**src/rtl/shs_pkg.sv**
```systemverilog
// shared types, constants and round constant table of the sha-256 hasher
// no dependencies
package shs_pkg;

    localparam logic [7:0] PAD_MARK   = 8'h80;
    localparam logic [5:0] LEN_POS    = 6'd56;
    localparam logic [5:0] LAST_ROUND = 6'd63;
    localparam logic [5:0] LAST_BYTE  = 6'd63;
    localparam logic [2:0] LAST_WORD  = 3'd7;

    typedef enum logic [2:0] {
        ST_COLLECT,
        ST_PAD,
        ST_LENBLK,
        ST_LOAD,
        ST_ROUND,
        ST_UPDATE,
        ST_OUTPUT
    } t_state;

    // commands from controller to datapath
    typedef struct packed {
        logic       write_byte;
        logic       pad;
        logic       zero_blk;
        logic       insert_len;
        logic       load;
        logic       round;
        logic       update;
        logic       restart;
        logic [5:0] round_idx;
        logic [2:0] word_sel;
    } t_cmd;

    // status from datapath to controller
    typedef struct packed {
        logic fill_last;
        logic fill_hi;
    } t_stat;

    function automatic logic [31:0] start_word(input logic [2:0] idx);
        logic [31:0] v;
        case (idx)
            3'd0:    v = 32'h6a09e667;
            3'd1:    v = 32'hbb67ae85;
            3'd2:    v = 32'h3c6ef372;
            3'd3:    v = 32'ha54ff53a;
            3'd4:    v = 32'h510e527f;
            3'd5:    v = 32'h9b05688c;
            3'd6:    v = 32'h1f83d9ab;
            default: v = 32'h5be0cd19;
        endcase
        return v;
    endfunction

    function automatic logic [31:0] round_k(input logic [5:0] idx);
        logic [31:0] v;
        case (idx)
            6'd0:  v = 32'h428a2f98;  6'd1:  v = 32'h71374491;
            6'd2:  v = 32'hb5c0fbcf;  6'd3:  v = 32'he9b5dba5;
            6'd4:  v = 32'h3956c25b;  6'd5:  v = 32'h59f111f1;
            6'd6:  v = 32'h923f82a4;  6'd7:  v = 32'hab1c5ed5;
            6'd8:  v = 32'hd807aa98;  6'd9:  v = 32'h12835b01;
            6'd10: v = 32'h243185be;  6'd11: v = 32'h550c7dc3;
            6'd12: v = 32'h72be5d74;  6'd13: v = 32'h80deb1fe;
            6'd14: v = 32'h9bdc06a7;  6'd15: v = 32'hc19bf174;
            6'd16: v = 32'he49b69c1;  6'd17: v = 32'hefbe4786;
            6'd18: v = 32'h0fc19dc6;  6'd19: v = 32'h240ca1cc;
            6'd20: v = 32'h2de92c6f;  6'd21: v = 32'h4a7484aa;
            6'd22: v = 32'h5cb0a9dc;  6'd23: v = 32'h76f988da;
            6'd24: v = 32'h983e5152;  6'd25: v = 32'ha831c66d;
            6'd26: v = 32'hb00327c8;  6'd27: v = 32'hbf597fc7;
            6'd28: v = 32'hc6e00bf3;  6'd29: v = 32'hd5a79147;
            6'd30: v = 32'h06ca6351;  6'd31: v = 32'h14292967;
            6'd32: v = 32'h27b70a85;  6'd33: v = 32'h2e1b2138;
            6'd34: v = 32'h4d2c6dfc;  6'd35: v = 32'h53380d13;
            6'd36: v = 32'h650a7354;  6'd37: v = 32'h766a0abb;
            6'd38: v = 32'h81c2c92e;  6'd39: v = 32'h92722c85;
            6'd40: v = 32'ha2bfe8a1;  6'd41: v = 32'ha81a664b;
            6'd42: v = 32'hc24b8b70;  6'd43: v = 32'hc76c51a3;
            6'd44: v = 32'hd192e819;  6'd45: v = 32'hd6990624;
            6'd46: v = 32'hf40e3585;  6'd47: v = 32'h106aa070;
            6'd48: v = 32'h19a4c116;  6'd49: v = 32'h1e376c08;
            6'd50: v = 32'h2748774c;  6'd51: v = 32'h34b0bcb5;
            6'd52: v = 32'h391c0cb3;  6'd53: v = 32'h4ed8aa4a;
            6'd54: v = 32'h5b9cca4f;  6'd55: v = 32'h682e6ff3;
            6'd56: v = 32'h748f82ee;  6'd57: v = 32'h78a5636f;
            6'd58: v = 32'h84c87814;  6'd59: v = 32'h8cc70208;
            6'd60: v = 32'h90befffa;  6'd61: v = 32'ha4506ceb;
            6'd62: v = 32'hbef9a3f7;  default: v = 32'hc67178f2;
        endcase
        return v;
    endfunction

endpackage

```
**src/rtl/shs_ctrl.sv**
```systemverilog
// sequencing state machine of the sha-256 hasher
// depends on shs_pkg
module shs_ctrl
    import shs_pkg::*;
(
    input  logic       i_clk,
    input  logic       i_rst_n,
    input  logic       i_valid,
    input  logic       i_has_byte,
    input  logic       i_end_of_message,
    output logic       o_stall,
    output logic       o_valid,
    input  logic       i_stall,
    output logic [2:0] o_word_index,
    output logic       o_last_word,
    input  t_stat      i_stat,
    output t_cmd       o_cmd
);

    t_state     r_state, n_state;
    logic [5:0] r_round, n_round;
    logic [2:0] r_word, n_word;
    logic       r_eom_pend, n_eom_pend;
    logic       r_need_len, n_need_len;
    logic       r_final, n_final;

    // state and counters
    always_ff @(posedge i_clk) begin
        if (!i_rst_n) begin
            r_state    <= ST_COLLECT;
            r_round    <= '0;
            r_word     <= '0;
            r_eom_pend <= 1'b0;
            r_need_len <= 1'b0;
            r_final    <= 1'b0;
        end else begin
            r_state    <= n_state;
            r_round    <= n_round;
            r_word     <= n_word;
            r_eom_pend <= n_eom_pend;
            r_need_len <= n_need_len;
            r_final    <= n_final;
        end
    end

    // next state and commands
    always_comb begin
        n_state    = r_state;
        n_round    = r_round;
        n_word     = r_word;
        n_eom_pend = r_eom_pend;
        n_need_len = r_need_len;
        n_final    = r_final;
        o_cmd      = '0;
        o_cmd.round_idx = r_round;
        o_cmd.word_sel  = r_word;
        o_stall    = 1'b1;
        o_valid    = 1'b0;
        unique case (r_state)
            ST_COLLECT: begin
                o_stall = 1'b0;
                if (i_valid) begin
                    o_cmd.write_byte = i_has_byte;
                    if (i_has_byte && i_stat.fill_last) begin
                        n_eom_pend = i_end_of_message;
                        n_state    = ST_LOAD;
                    end else if (i_end_of_message) begin
                        n_state = ST_PAD;
                    end
                end
            end
            ST_PAD: begin
                o_cmd.pad  = 1'b1;
                n_eom_pend = 1'b0;
                if (i_stat.fill_hi) begin
                    n_need_len = 1'b1;
                end else begin
                    o_cmd.insert_len = 1'b1;
                    n_final          = 1'b1;
                end
                n_state = ST_LOAD;
            end
            ST_LENBLK: begin
                o_cmd.zero_blk   = 1'b1;
                o_cmd.insert_len = 1'b1;
                n_need_len       = 1'b0;
                n_final          = 1'b1;
                n_state          = ST_LOAD;
            end
            ST_LOAD: begin
                o_cmd.load = 1'b1;
                n_round    = '0;
                n_state    = ST_ROUND;
            end
            ST_ROUND: begin
                o_cmd.round = 1'b1;
                n_round     = r_round + 6'd1;
                if (r_round == LAST_ROUND) begin
                    n_state = ST_UPDATE;
                end
            end
            ST_UPDATE: begin
                o_cmd.update = 1'b1;
                if (r_final) begin
                    n_word  = '0;
                    n_state = ST_OUTPUT;
                end else if (r_need_len) begin
                    n_state = ST_LENBLK;
                end else if (r_eom_pend) begin
                    n_state = ST_PAD;
                end else begin
                    n_state = ST_COLLECT;
                end
            end
            ST_OUTPUT: begin
                o_valid = 1'b1;
                if (!i_stall) begin
                    if (r_word == LAST_WORD) begin
                        o_cmd.restart = 1'b1;
                        n_final       = 1'b0;
                        n_word        = '0;
                        n_state       = ST_COLLECT;
                    end else begin
                        n_word = r_word + 3'd1;
                    end
                end
            end
            default: n_state = ST_COLLECT;
        endcase
    end

    assign o_word_index = r_word;
    assign o_last_word  = (r_word == LAST_WORD);

endmodule

```
**src/rtl/shs_datapath.sv**
```systemverilog
// block buffer, message schedule, round logic and chaining words of the sha-256 hasher
// depends on shs_pkg
module shs_datapath
    import shs_pkg::*;
(
    input  logic        i_clk,
    input  logic        i_rst_n,
    input  t_cmd        i_cmd,
    input  logic [7:0]  i_data_byte,
    output t_stat       o_stat,
    output logic [31:0] o_digest_word
);

    logic [31:0] r_hash [8];
    logic [31:0] r_s    [8];
    logic [31:0] r_w    [16];
    logic [63:0] r_total;
    logic [5:0]  r_fill;

    logic [31:0] t1, t2, w_new, sig_e, sig_a, ch, maj, ls0, ls1;
    logic [63:0] len_bits;

    function automatic logic [31:0] rotr(input logic [31:0] v, input int n);
        return (v >> n) | (v << (32 - n));
    endfunction

    // round and schedule logic
    always_comb begin
        sig_e = rotr(r_s[4], 6) ^ rotr(r_s[4], 11) ^ rotr(r_s[4], 25);
        sig_a = rotr(r_s[0], 2) ^ rotr(r_s[0], 13) ^ rotr(r_s[0], 22);
        ch    = (r_s[4] & r_s[5]) ^ (~r_s[4] & r_s[6]);
        maj   = (r_s[0] & r_s[1]) ^ (r_s[0] & r_s[2]) ^ (r_s[1] & r_s[2]);
        t1    = r_s[7] + sig_e + ch + round_k(i_cmd.round_idx) + r_w[0];
        t2    = sig_a + maj;
        ls0   = rotr(r_w[1], 7) ^ rotr(r_w[1], 18) ^ (r_w[1] >> 3);
        ls1   = rotr(r_w[14], 17) ^ rotr(r_w[14], 19) ^ (r_w[14] >> 10);
        w_new = r_w[0] + ls0 + r_w[9] + ls1;
        len_bits = {r_total[60:0], 3'b000};
    end

    // chaining words, byte count and fill position
    always_ff @(posedge i_clk) begin
        if (!i_rst_n || i_cmd.restart) begin
            for (int i = 0; i < 8; i++) begin
                r_hash[i] <= start_word(3'(i));
            end
            r_total <= '0;
            r_fill  <= '0;
        end else begin
            if (i_cmd.write_byte) begin
                r_total <= r_total + 64'd1;
                r_fill  <= r_fill + 6'd1;
            end
            if (i_cmd.update) begin
                for (int i = 0; i < 8; i++) begin
                    r_hash[i] <= r_hash[i] + r_s[i];
                end
            end
        end
    end

    // working variables
    always_ff @(posedge i_clk) begin
        if (i_cmd.load) begin
            for (int i = 0; i < 8; i++) begin
                r_s[i] <= r_hash[i];
            end
        end else if (i_cmd.round) begin
            r_s[0] <= t1 + t2;
            r_s[1] <= r_s[0];
            r_s[2] <= r_s[1];
            r_s[3] <= r_s[2];
            r_s[4] <= r_s[3] + t1;
            r_s[5] <= r_s[4];
            r_s[6] <= r_s[5];
            r_s[7] <= r_s[6];
        end
    end

    // block buffer, doubling as the schedule window during rounds
    always_ff @(posedge i_clk) begin
        if (i_cmd.write_byte) begin
            r_w[r_fill[5:2]][{~r_fill[1:0], 3'b000} +: 8] <= i_data_byte;
        end else if (i_cmd.round) begin
            for (int i = 0; i < 15; i++) begin
                r_w[i] <= r_w[i+1];
            end
            r_w[15] <= w_new;
        end else if (i_cmd.pad || i_cmd.zero_blk) begin
            for (int i = 0; i < 16; i++) begin
                // the last two words take the bit length when it goes in
                if (i_cmd.insert_len && i >= 14) begin
                    r_w[i] <= (i == 14) ? len_bits[63:32] : len_bits[31:0];
                end else begin
                    for (int j = 0; j < 4; j++) begin
                        if (i_cmd.zero_blk || 6'(i*4 + j) > r_fill) begin
                            r_w[i][8*(3-j) +: 8] <= 8'h00;
                        end else if (6'(i*4 + j) == r_fill) begin
                            r_w[i][8*(3-j) +: 8] <= PAD_MARK;
                        end
                    end
                end
            end
        end
    end

    assign o_stat.fill_last = (r_fill == LAST_BYTE);
    assign o_stat.fill_hi   = (r_fill >= LEN_POS);
    assign o_digest_word    = r_hash[i_cmd.word_sel];

endmodule

```
**src/rtl/sha256_stream_hasher_core.sv**
```systemverilog
// top level of the sha-256 stream hasher
// depends on shs_pkg, shs_ctrl and shs_datapath
//
// Input channel (i_valid / o_stall): one item per transfer, carrying an optional
// message byte (i_has_byte) and an end-of-message mark. While bytes are being
// gathered the block takes one item per cycle. The transfer that completes a
// 64-byte block stalls the input through a load state, 64 rounds in the single
// shared round unit, and an update state that folds into the chaining words.
// End of message costs a pad state plus a load, rounds and update per final block
// (one or two blocks, two when 56 or more bytes of the last block are used),
// after which the eight digest words appear on the output channel (o_valid /
// i_stall), word 0 first, with o_last_word on word 7. Input stays stalled until
// all eight words have transferred; the digest state then restarts at once.
// A stalled output word holds steady. Reset (synchronous) loads the initial hash
// values, clears byte count and fill position and returns to gathering bytes.
module sha256_stream_hasher_core
    import shs_pkg::*;
(
    input  logic        i_clk,
    input  logic        i_rst_n,
    input  logic        i_valid,
    output logic        o_stall,
    input  logic [7:0]  i_data_byte,
    input  logic        i_has_byte,
    input  logic        i_end_of_message,
    output logic        o_valid,
    input  logic        i_stall,
    output logic [31:0] o_digest_word,
    output logic [2:0]  o_word_index,
    output logic        o_last_word
);

    t_cmd  cmd;
    t_stat stat;

    // sequencing
    shs_ctrl u_ctrl (
        .i_clk            (i_clk),
        .i_rst_n          (i_rst_n),
        .i_valid          (i_valid),
        .i_has_byte       (i_has_byte),
        .i_end_of_message (i_end_of_message),
        .o_stall          (o_stall),
        .o_valid          (o_valid),
        .i_stall          (i_stall),
        .o_word_index     (o_word_index),
        .o_last_word      (o_last_word),
        .i_stat           (stat),
        .o_cmd            (cmd)
    );

    // hashing datapath
    shs_datapath u_dp (
        .i_clk         (i_clk),
        .i_rst_n       (i_rst_n),
        .i_cmd         (cmd),
        .i_data_byte   (i_data_byte),
        .o_stat        (stat),
        .o_digest_word (o_digest_word)
    );

endmodule

```
**config.mk**
```make
export PLATFORM = sky130hd
export DESIGN_NAME = sha256_stream_hasher_core
export DESIGN_NICKNAME = d
export VERILOG_FILES = /design/src/rtl/shs_pkg.sv /design/src/rtl/shs_ctrl.sv /design/src/rtl/shs_datapath.sv /design/src/rtl/sha256_stream_hasher_core.sv
export SDC_FILE = /design/constraint.sdc
export NUM_CORES = 2
export LEC_CHECK = 0
export ABC_AREA = 0
export ABC_CLOCK_PERIOD_IN_PS = 10950
export BUFFER_PORTS_ARGS = -buffer_cell sky130_fd_sc_hd__buf_2
export CAP_MARGIN = 20
export CORE_ASPECT_RATIO = 0.8
export CORE_UTILIZATION = 45
export DETAILED_ROUTE_END_ITERATION = 6
export GPL_TIMING_DRIVEN = 0
export SETUP_SLACK_MARGIN = 0.15
export SYNTH_ARGS = -nofsm -noshare
export SYNTH_HDL_FRONTEND = slang
export SYNTH_HIERARCHICAL = 1
export SYNTH_SLANG_ARGS = --single-unit
export TNS_END_PERCENT = 100
```
**constraint.sdc**
```tcl
create_clock -name i_clk -period 10.95 [get_ports i_clk]
set_clock_uncertainty 0.2 [all_clocks]
set_input_delay 0 -clock i_clk [delete_from_list [all_inputs] [get_ports i_clk]]
set_output_delay 0 -clock i_clk [all_outputs]
set_load 0.1 [all_outputs]
```
# After elaboration in Yosys (flattened, before gate mapping)
# Memories as Yosys holds them, arrays and structs flattened. A register that Yosys moved wholly into a read port is not among the register bits.
# Cells that the tools add are included.
# op_classes
n_addsub	23
magnitude_cmp	65
eq_ne	81
shifts	2
mux	938
bitwise_logic	174
n_reduce_logical	82
# op_table
cell	count
$mux W8	128
$mux W32	29
$mux W1	758
$add A32 B32 Y32	18
$xor A32 B32 Y32	9
$eq A6 B6 Y1 const A	32
$gt A6 B6 Y1 const A	32
$and A32 B32 Y32	5
$or A1 B1 Y1	146
$eq A5 B6 Y1 const A	16
$gt A5 B6 Y1 const A	16
$logic_or A1 B1 Y1	66
$add A64 B1 Y64 const B	1
$eq A4 B6 Y1 const A	8
$gt A4 B6 Y1 const A	8
$mux W3	12
$not A32 Y32	1
$or A10 B32 Y32	1
$or A13 B32 Y32	1
$or A14 B32 Y32	1
$or A15 B32 Y32	1
$or A19 B32 Y32	1
$or A21 B32 Y32	1
$or A25 B32 Y32	1
other kinds (45)	73
# totals
reg_bits	85
ramBits	1024
rom_bits	2048
inputBits	14
wordCells	1377
mem_count	4
# memory_table
memory	depth	word_bits	rd	rd_clocked_by_memory_dff	write_ports	line	text
(no name shown)	64	32	1	1	0	shs_pkg.sv:58	case (idx)
u_dp.r_w	16	32	16	0	16	shs_datapath.sv:16	logic [31:0] r_w [16];
u_dp.r_hash	8	32	9	1	8	shs_datapath.sv:14	logic [31:0] r_hash [8];
u_dp.r_s	8	32	8	0	8	shs_datapath.sv:15	logic [31:0] r_s [8];

# Depth between registers and ports, before layout
# logic_depth
word_depth	12
mapped_depth	39

# By module
# The synthesis kept the hierarchy.
# modules_own_cells
mod	instances	cells_per_inst	area_each_um2	seq_area_each_um2
shs_datapath	1	7949	74910.6	29568.4
shs_ctrl	1	112	885.8	300.3

# Worst setup path before layout
# OpenSTA, ideal clock, no wires.
# synth_path
path_kind	register -> register
start	register u_ctrl/r_round[1] (netlist name)
end	memory u_dp.r_s[0][31], data pin
setup_ns	0.268
t_arrival_ns	8.212
t_required_ns	10.482
slack_ns	2.270
stages_incl_launch_ff	32
n_path_buf	1
period_less_slack_ns	8.680
path_cell_list	dfxtp_1 clkinv_1 ha_1 clkbuf_1 nand2_1 mux4_2 a21oi_1 fa_1 fa_1 inv_1 fa_1 inv_1 ha_1 a21o_1 a21oi_1 o21a_1 o41ai_1 nand2_1 o31ai_1 a31oi_1 a21oi_1 mux2i_1 a221oi_1 fa_1 ha_1 and3_1 a221o_1 a21oi_1 o21ai_0 xnor2_1 xnor2_1 o21ai_0
# synth_rtl
element	line
end: declaration	shs_datapath.sv:15

==> impl_metrics.env <==
export IMPL_startpoint_type="flop"
export IMPL_design_core_area_sq_mm=0.167
export IMPL_clkTransAtPathRegs_ns=0.06
export IMPL_area_growth_pct=12.1
export IMPL_synthesis_area_sq_mm=0.0758
export IMPL_peakVddDrop_v=0.000171
export IMPL_synthArstFlopShare_pct=0
export IMPL_path_buf_inv=4
export IMPL_grt_max_degree=58
export IMPL_period_needed_ns=10.52
export IMPL_reg2reg_depth=35
export IMPL_fin_area_sq_mm=0.0849
export IMPL_drive_gt1_share_pct=7.75
export IMPL_finalWirelength_um=372000
export IMPL_syn_inst=8061
export IMPL_fmax_ghz=0.0950
export IMPL_dr_first_iter_drc_count=11942
export IMPL_synth_cell_type_count=98
export IMPL_grt_ovfl_total=0
export IMPL_leakage_nw=31.6
export IMPL_nets=8968
export IMPL_regToRegStartpoint="u_ctrl/r_round[1]"
export IMPL_powerDensity_mw_per_mm2=194
export IMPL_min_path_cells=4
export IMPL_grt_pass1_wl_um=506000
export IMPL_grt_antenna_before_repair=33
export IMPL_timing_rr_end="u_dp/r_s[0][30]"
export IMPL_worstMarginPinSlew_ns=1.38
export IMPL_rrSetupSlack_ns=0.43
export IMPL_die_w_um=461
export IMPL_grt_setup_unrepaired="false"
export IMPL_cp_max_fo=14
export IMPL_min_from="i_data_byte[7]"
export IMPL_cts_max_level=3
export IMPL_drtPass1Iterations=7
export IMPL_cp_end_kind="flop"
export IMPL_drv_cap=0
export IMPL_critPathMaxStageDelay_ns=0.63
export IMPL_dpl_instance_area_sq_mm=0.0803
export IMPL_num_io_pins=52
export IMPL_crit_type="flop to flop"
export IMPL_placementRows=134
export IMPL_hold_path_class="primary input to flop"
export IMPL_layout_common_cells="nand2_1, edfxtp_1, nor2_1"
export IMPL_hold_viol=0
export IMPL_die_area_sq_mm=0.170
export IMPL_slowest_stage="mux4_2"
export IMPL_crit_start="u_ctrl/r_round[1]"
export IMPL_timing_final_crit_share_pct=96.1
export IMPL_hpwl_um=299000
export IMPL_avgSynthCellArea_sq_um=9.40
export IMPL_cp_required_ns=11.27
export IMPL_timing_hold_ws_ns=0.0878
export IMPL_outcome="complete, but fails checks"
export IMPL_numCtsBuffers=119
export IMPL_cts_sinks=1106
export IMPL_crit_family="compound AO/OA/AOI/OAI gates"
export IMPL_yosys_register_bits=1106
export IMPL_ys_seq_area_share_pct=39.4
export IMPL_arrival_ns=10.84
export IMPL_grt_pass1_vias=62892
export IMPL_grt_usage_pct=42.7
export IMPL_final_common_cell="nand2_1"
export IMPL_cts_tree="done"
export IMPL_start_util_pct=45.4
export IMPL_wl_per_cell_um=34.7
export IMPL_vias_per_cell=6.63
export IMPL_cts_root_buf="clkbuf_16"
export IMPL_syn_num_nets=8666
export IMPL_vias=71095
export IMPL_synth_edf_count=772
export IMPL_slew_limit_headroom_pct=7.77
export IMPL_clk_path_buf_depth=3
export IMPL_die_h_um=369
export IMPL_io_buffers=44
export IMPL_finish_utilization_pct=50.9
export IMPL_violations="DRC"
export IMPL_synth_warnings=6
export IMPL_drc=27
export IMPL_drv_slew=0
export IMPL_setup_viol=0
export IMPL_synth_ff_type="edfxtp_1"
export IMPL_hold_end="u_dp/r_w[12][15]"
export IMPL_crit_top_cell="a21oi_1"
export IMPL_gp_congestion=1.06
export IMPL_antenna_left=0
export IMPL_clk_latency_ns=0.82
[stage by stage]
stage	power, mW	worst slack [ns]	setup TNS [ns]	std cells
CTS	16.1	0.177	0	10686
global route	17.1	0.163	0	10711
global placement	11.7	-5.47	-1396.05	10349
detailed placement	11.8	-1.16	-8.92	10445
finish	16.5	0.425	0	10719
floorplan	9.57	2.27	0	8061
[cells in the mapped netlist (146+ instances only)]
master	n	area, sq um
a211oi_1	162	1220
a21o_1	164	1230
a21oi_1	633	3170
clkbuf_1	376	1410
dfxtp_1	334	6690
edfxtp_1	772	23200
fa_1	195	3900
ha_1	396	4950
inv_1	257	965
nand2_1	1096	4110
nand3_1	146	731
nor2_1	691	2590
nor3_1	181	906
o21ai_0	519	2600
xnor2_1	399	3490
xor2_1	203	1780
[power by group]
| group | switching, mW | leakage, nW | internal (mW) |
|---|---|---|---|
| sequential | 0.259 | 9.64 | 4.73 |
| clock | 1.91 | 1.97 | 2.39 |
| combinational | 4.61 | 20.0 | 2.57 |
[worst reg2reg max path: cells and delay by family, from the launching register on]
kind / cells / cell delay (ns)
and+or+nand+nor: 6 / 1.38
adders and majority gates: 7 / 3.02
DFF: 1 / 0.51
muxes: 1 / 0.63
AOI/OAI and AO/OA: 15 / 3.40
buffers and inverters: 4 / 0.62
xor gates and xnor gates: 2 / 0.49
[metal layers]
| layer | wire, um | global-route usage [%] | up-vias |
|---|---|---|---|
| li1 | - | - | 29856 |
| met1 | 168000 | 67.2 | 35496 |
| met2 | 130000 | 50.0 | 5210 |
| met3 | 64700 | 19.6 | 521 |
| met4 | 9850 | 10.6 | 12 |
| met5 | 238 | 0.997 | - |
[repair_timing]
item | 4_1_cts | 5_1_grt
hold endpoints to repair | 62 | 0
resized for setup | 26 | 48
hold buffers | 19 | 0
setup endpoints to repair | 23 | 9
setup buffers | 0 | 5
pin swaps | 0 | 1
[registers in the layout, summed over array words and instances (netlist names)]
name and count:
u_dp/r_w 512, u_dp/r_hash 256, u_dp/r_s 256, u_dp/r_total 61, u_ctrl/r_round 6, u_dp/r_fill 6, u_ctrl/o_word_index 3, u_ctrl/r_state 3
u_ctrl/r_eom_pend 1, u_ctrl/r_final 1, u_ctrl/r_need_len 1
[worst max path at each step]
stage / endpoint / slack [ns] / cells past startpoint
2_1_floorplan: u_dp/r_s[0][31] / 2.27 / 31
3_3_place_gp: u_dp/r_hash[2][1] / -5.47 / 7
3_5_place_dp: u_dp/r_s[0][31] / -1.16 / 32
4_1_cts: u_dp/r_s[0][30] / 0.18 / 36
5_1_grt: u_dp/r_s[0][29] / 0.16 / 33
6_report: u_dp/r_s[0][30] / 0.43 / 35
[layout make-up]
cell class | instances | area (sq um)
Buffer | 442 | 1720
Antenna cell | 11 | 27.5
Timing Repair Buffer | 181 | 2060
Sequential cell | 1106 | 29900
Clock buffer | 167 | 3330
Multi-Input combinational cell | 6253 | 43500
Inverter | 260 | 985
Fill cell | 15646 | 82000
Tap cell | 2244 | 2810
Clock inverter | 55 | 694
[kinds of logic after synthesis]
logic type	Yosys count	synth area share, %
compound gates	2227	18.7
buf+inv	702	3.49
xor+xnor	602	6.96
simple gates	2578	15.0
flops	1106	39.4
fa+ha+maj	621	12.1
mux	225	4.39
(Power assumes the default switching activity.)
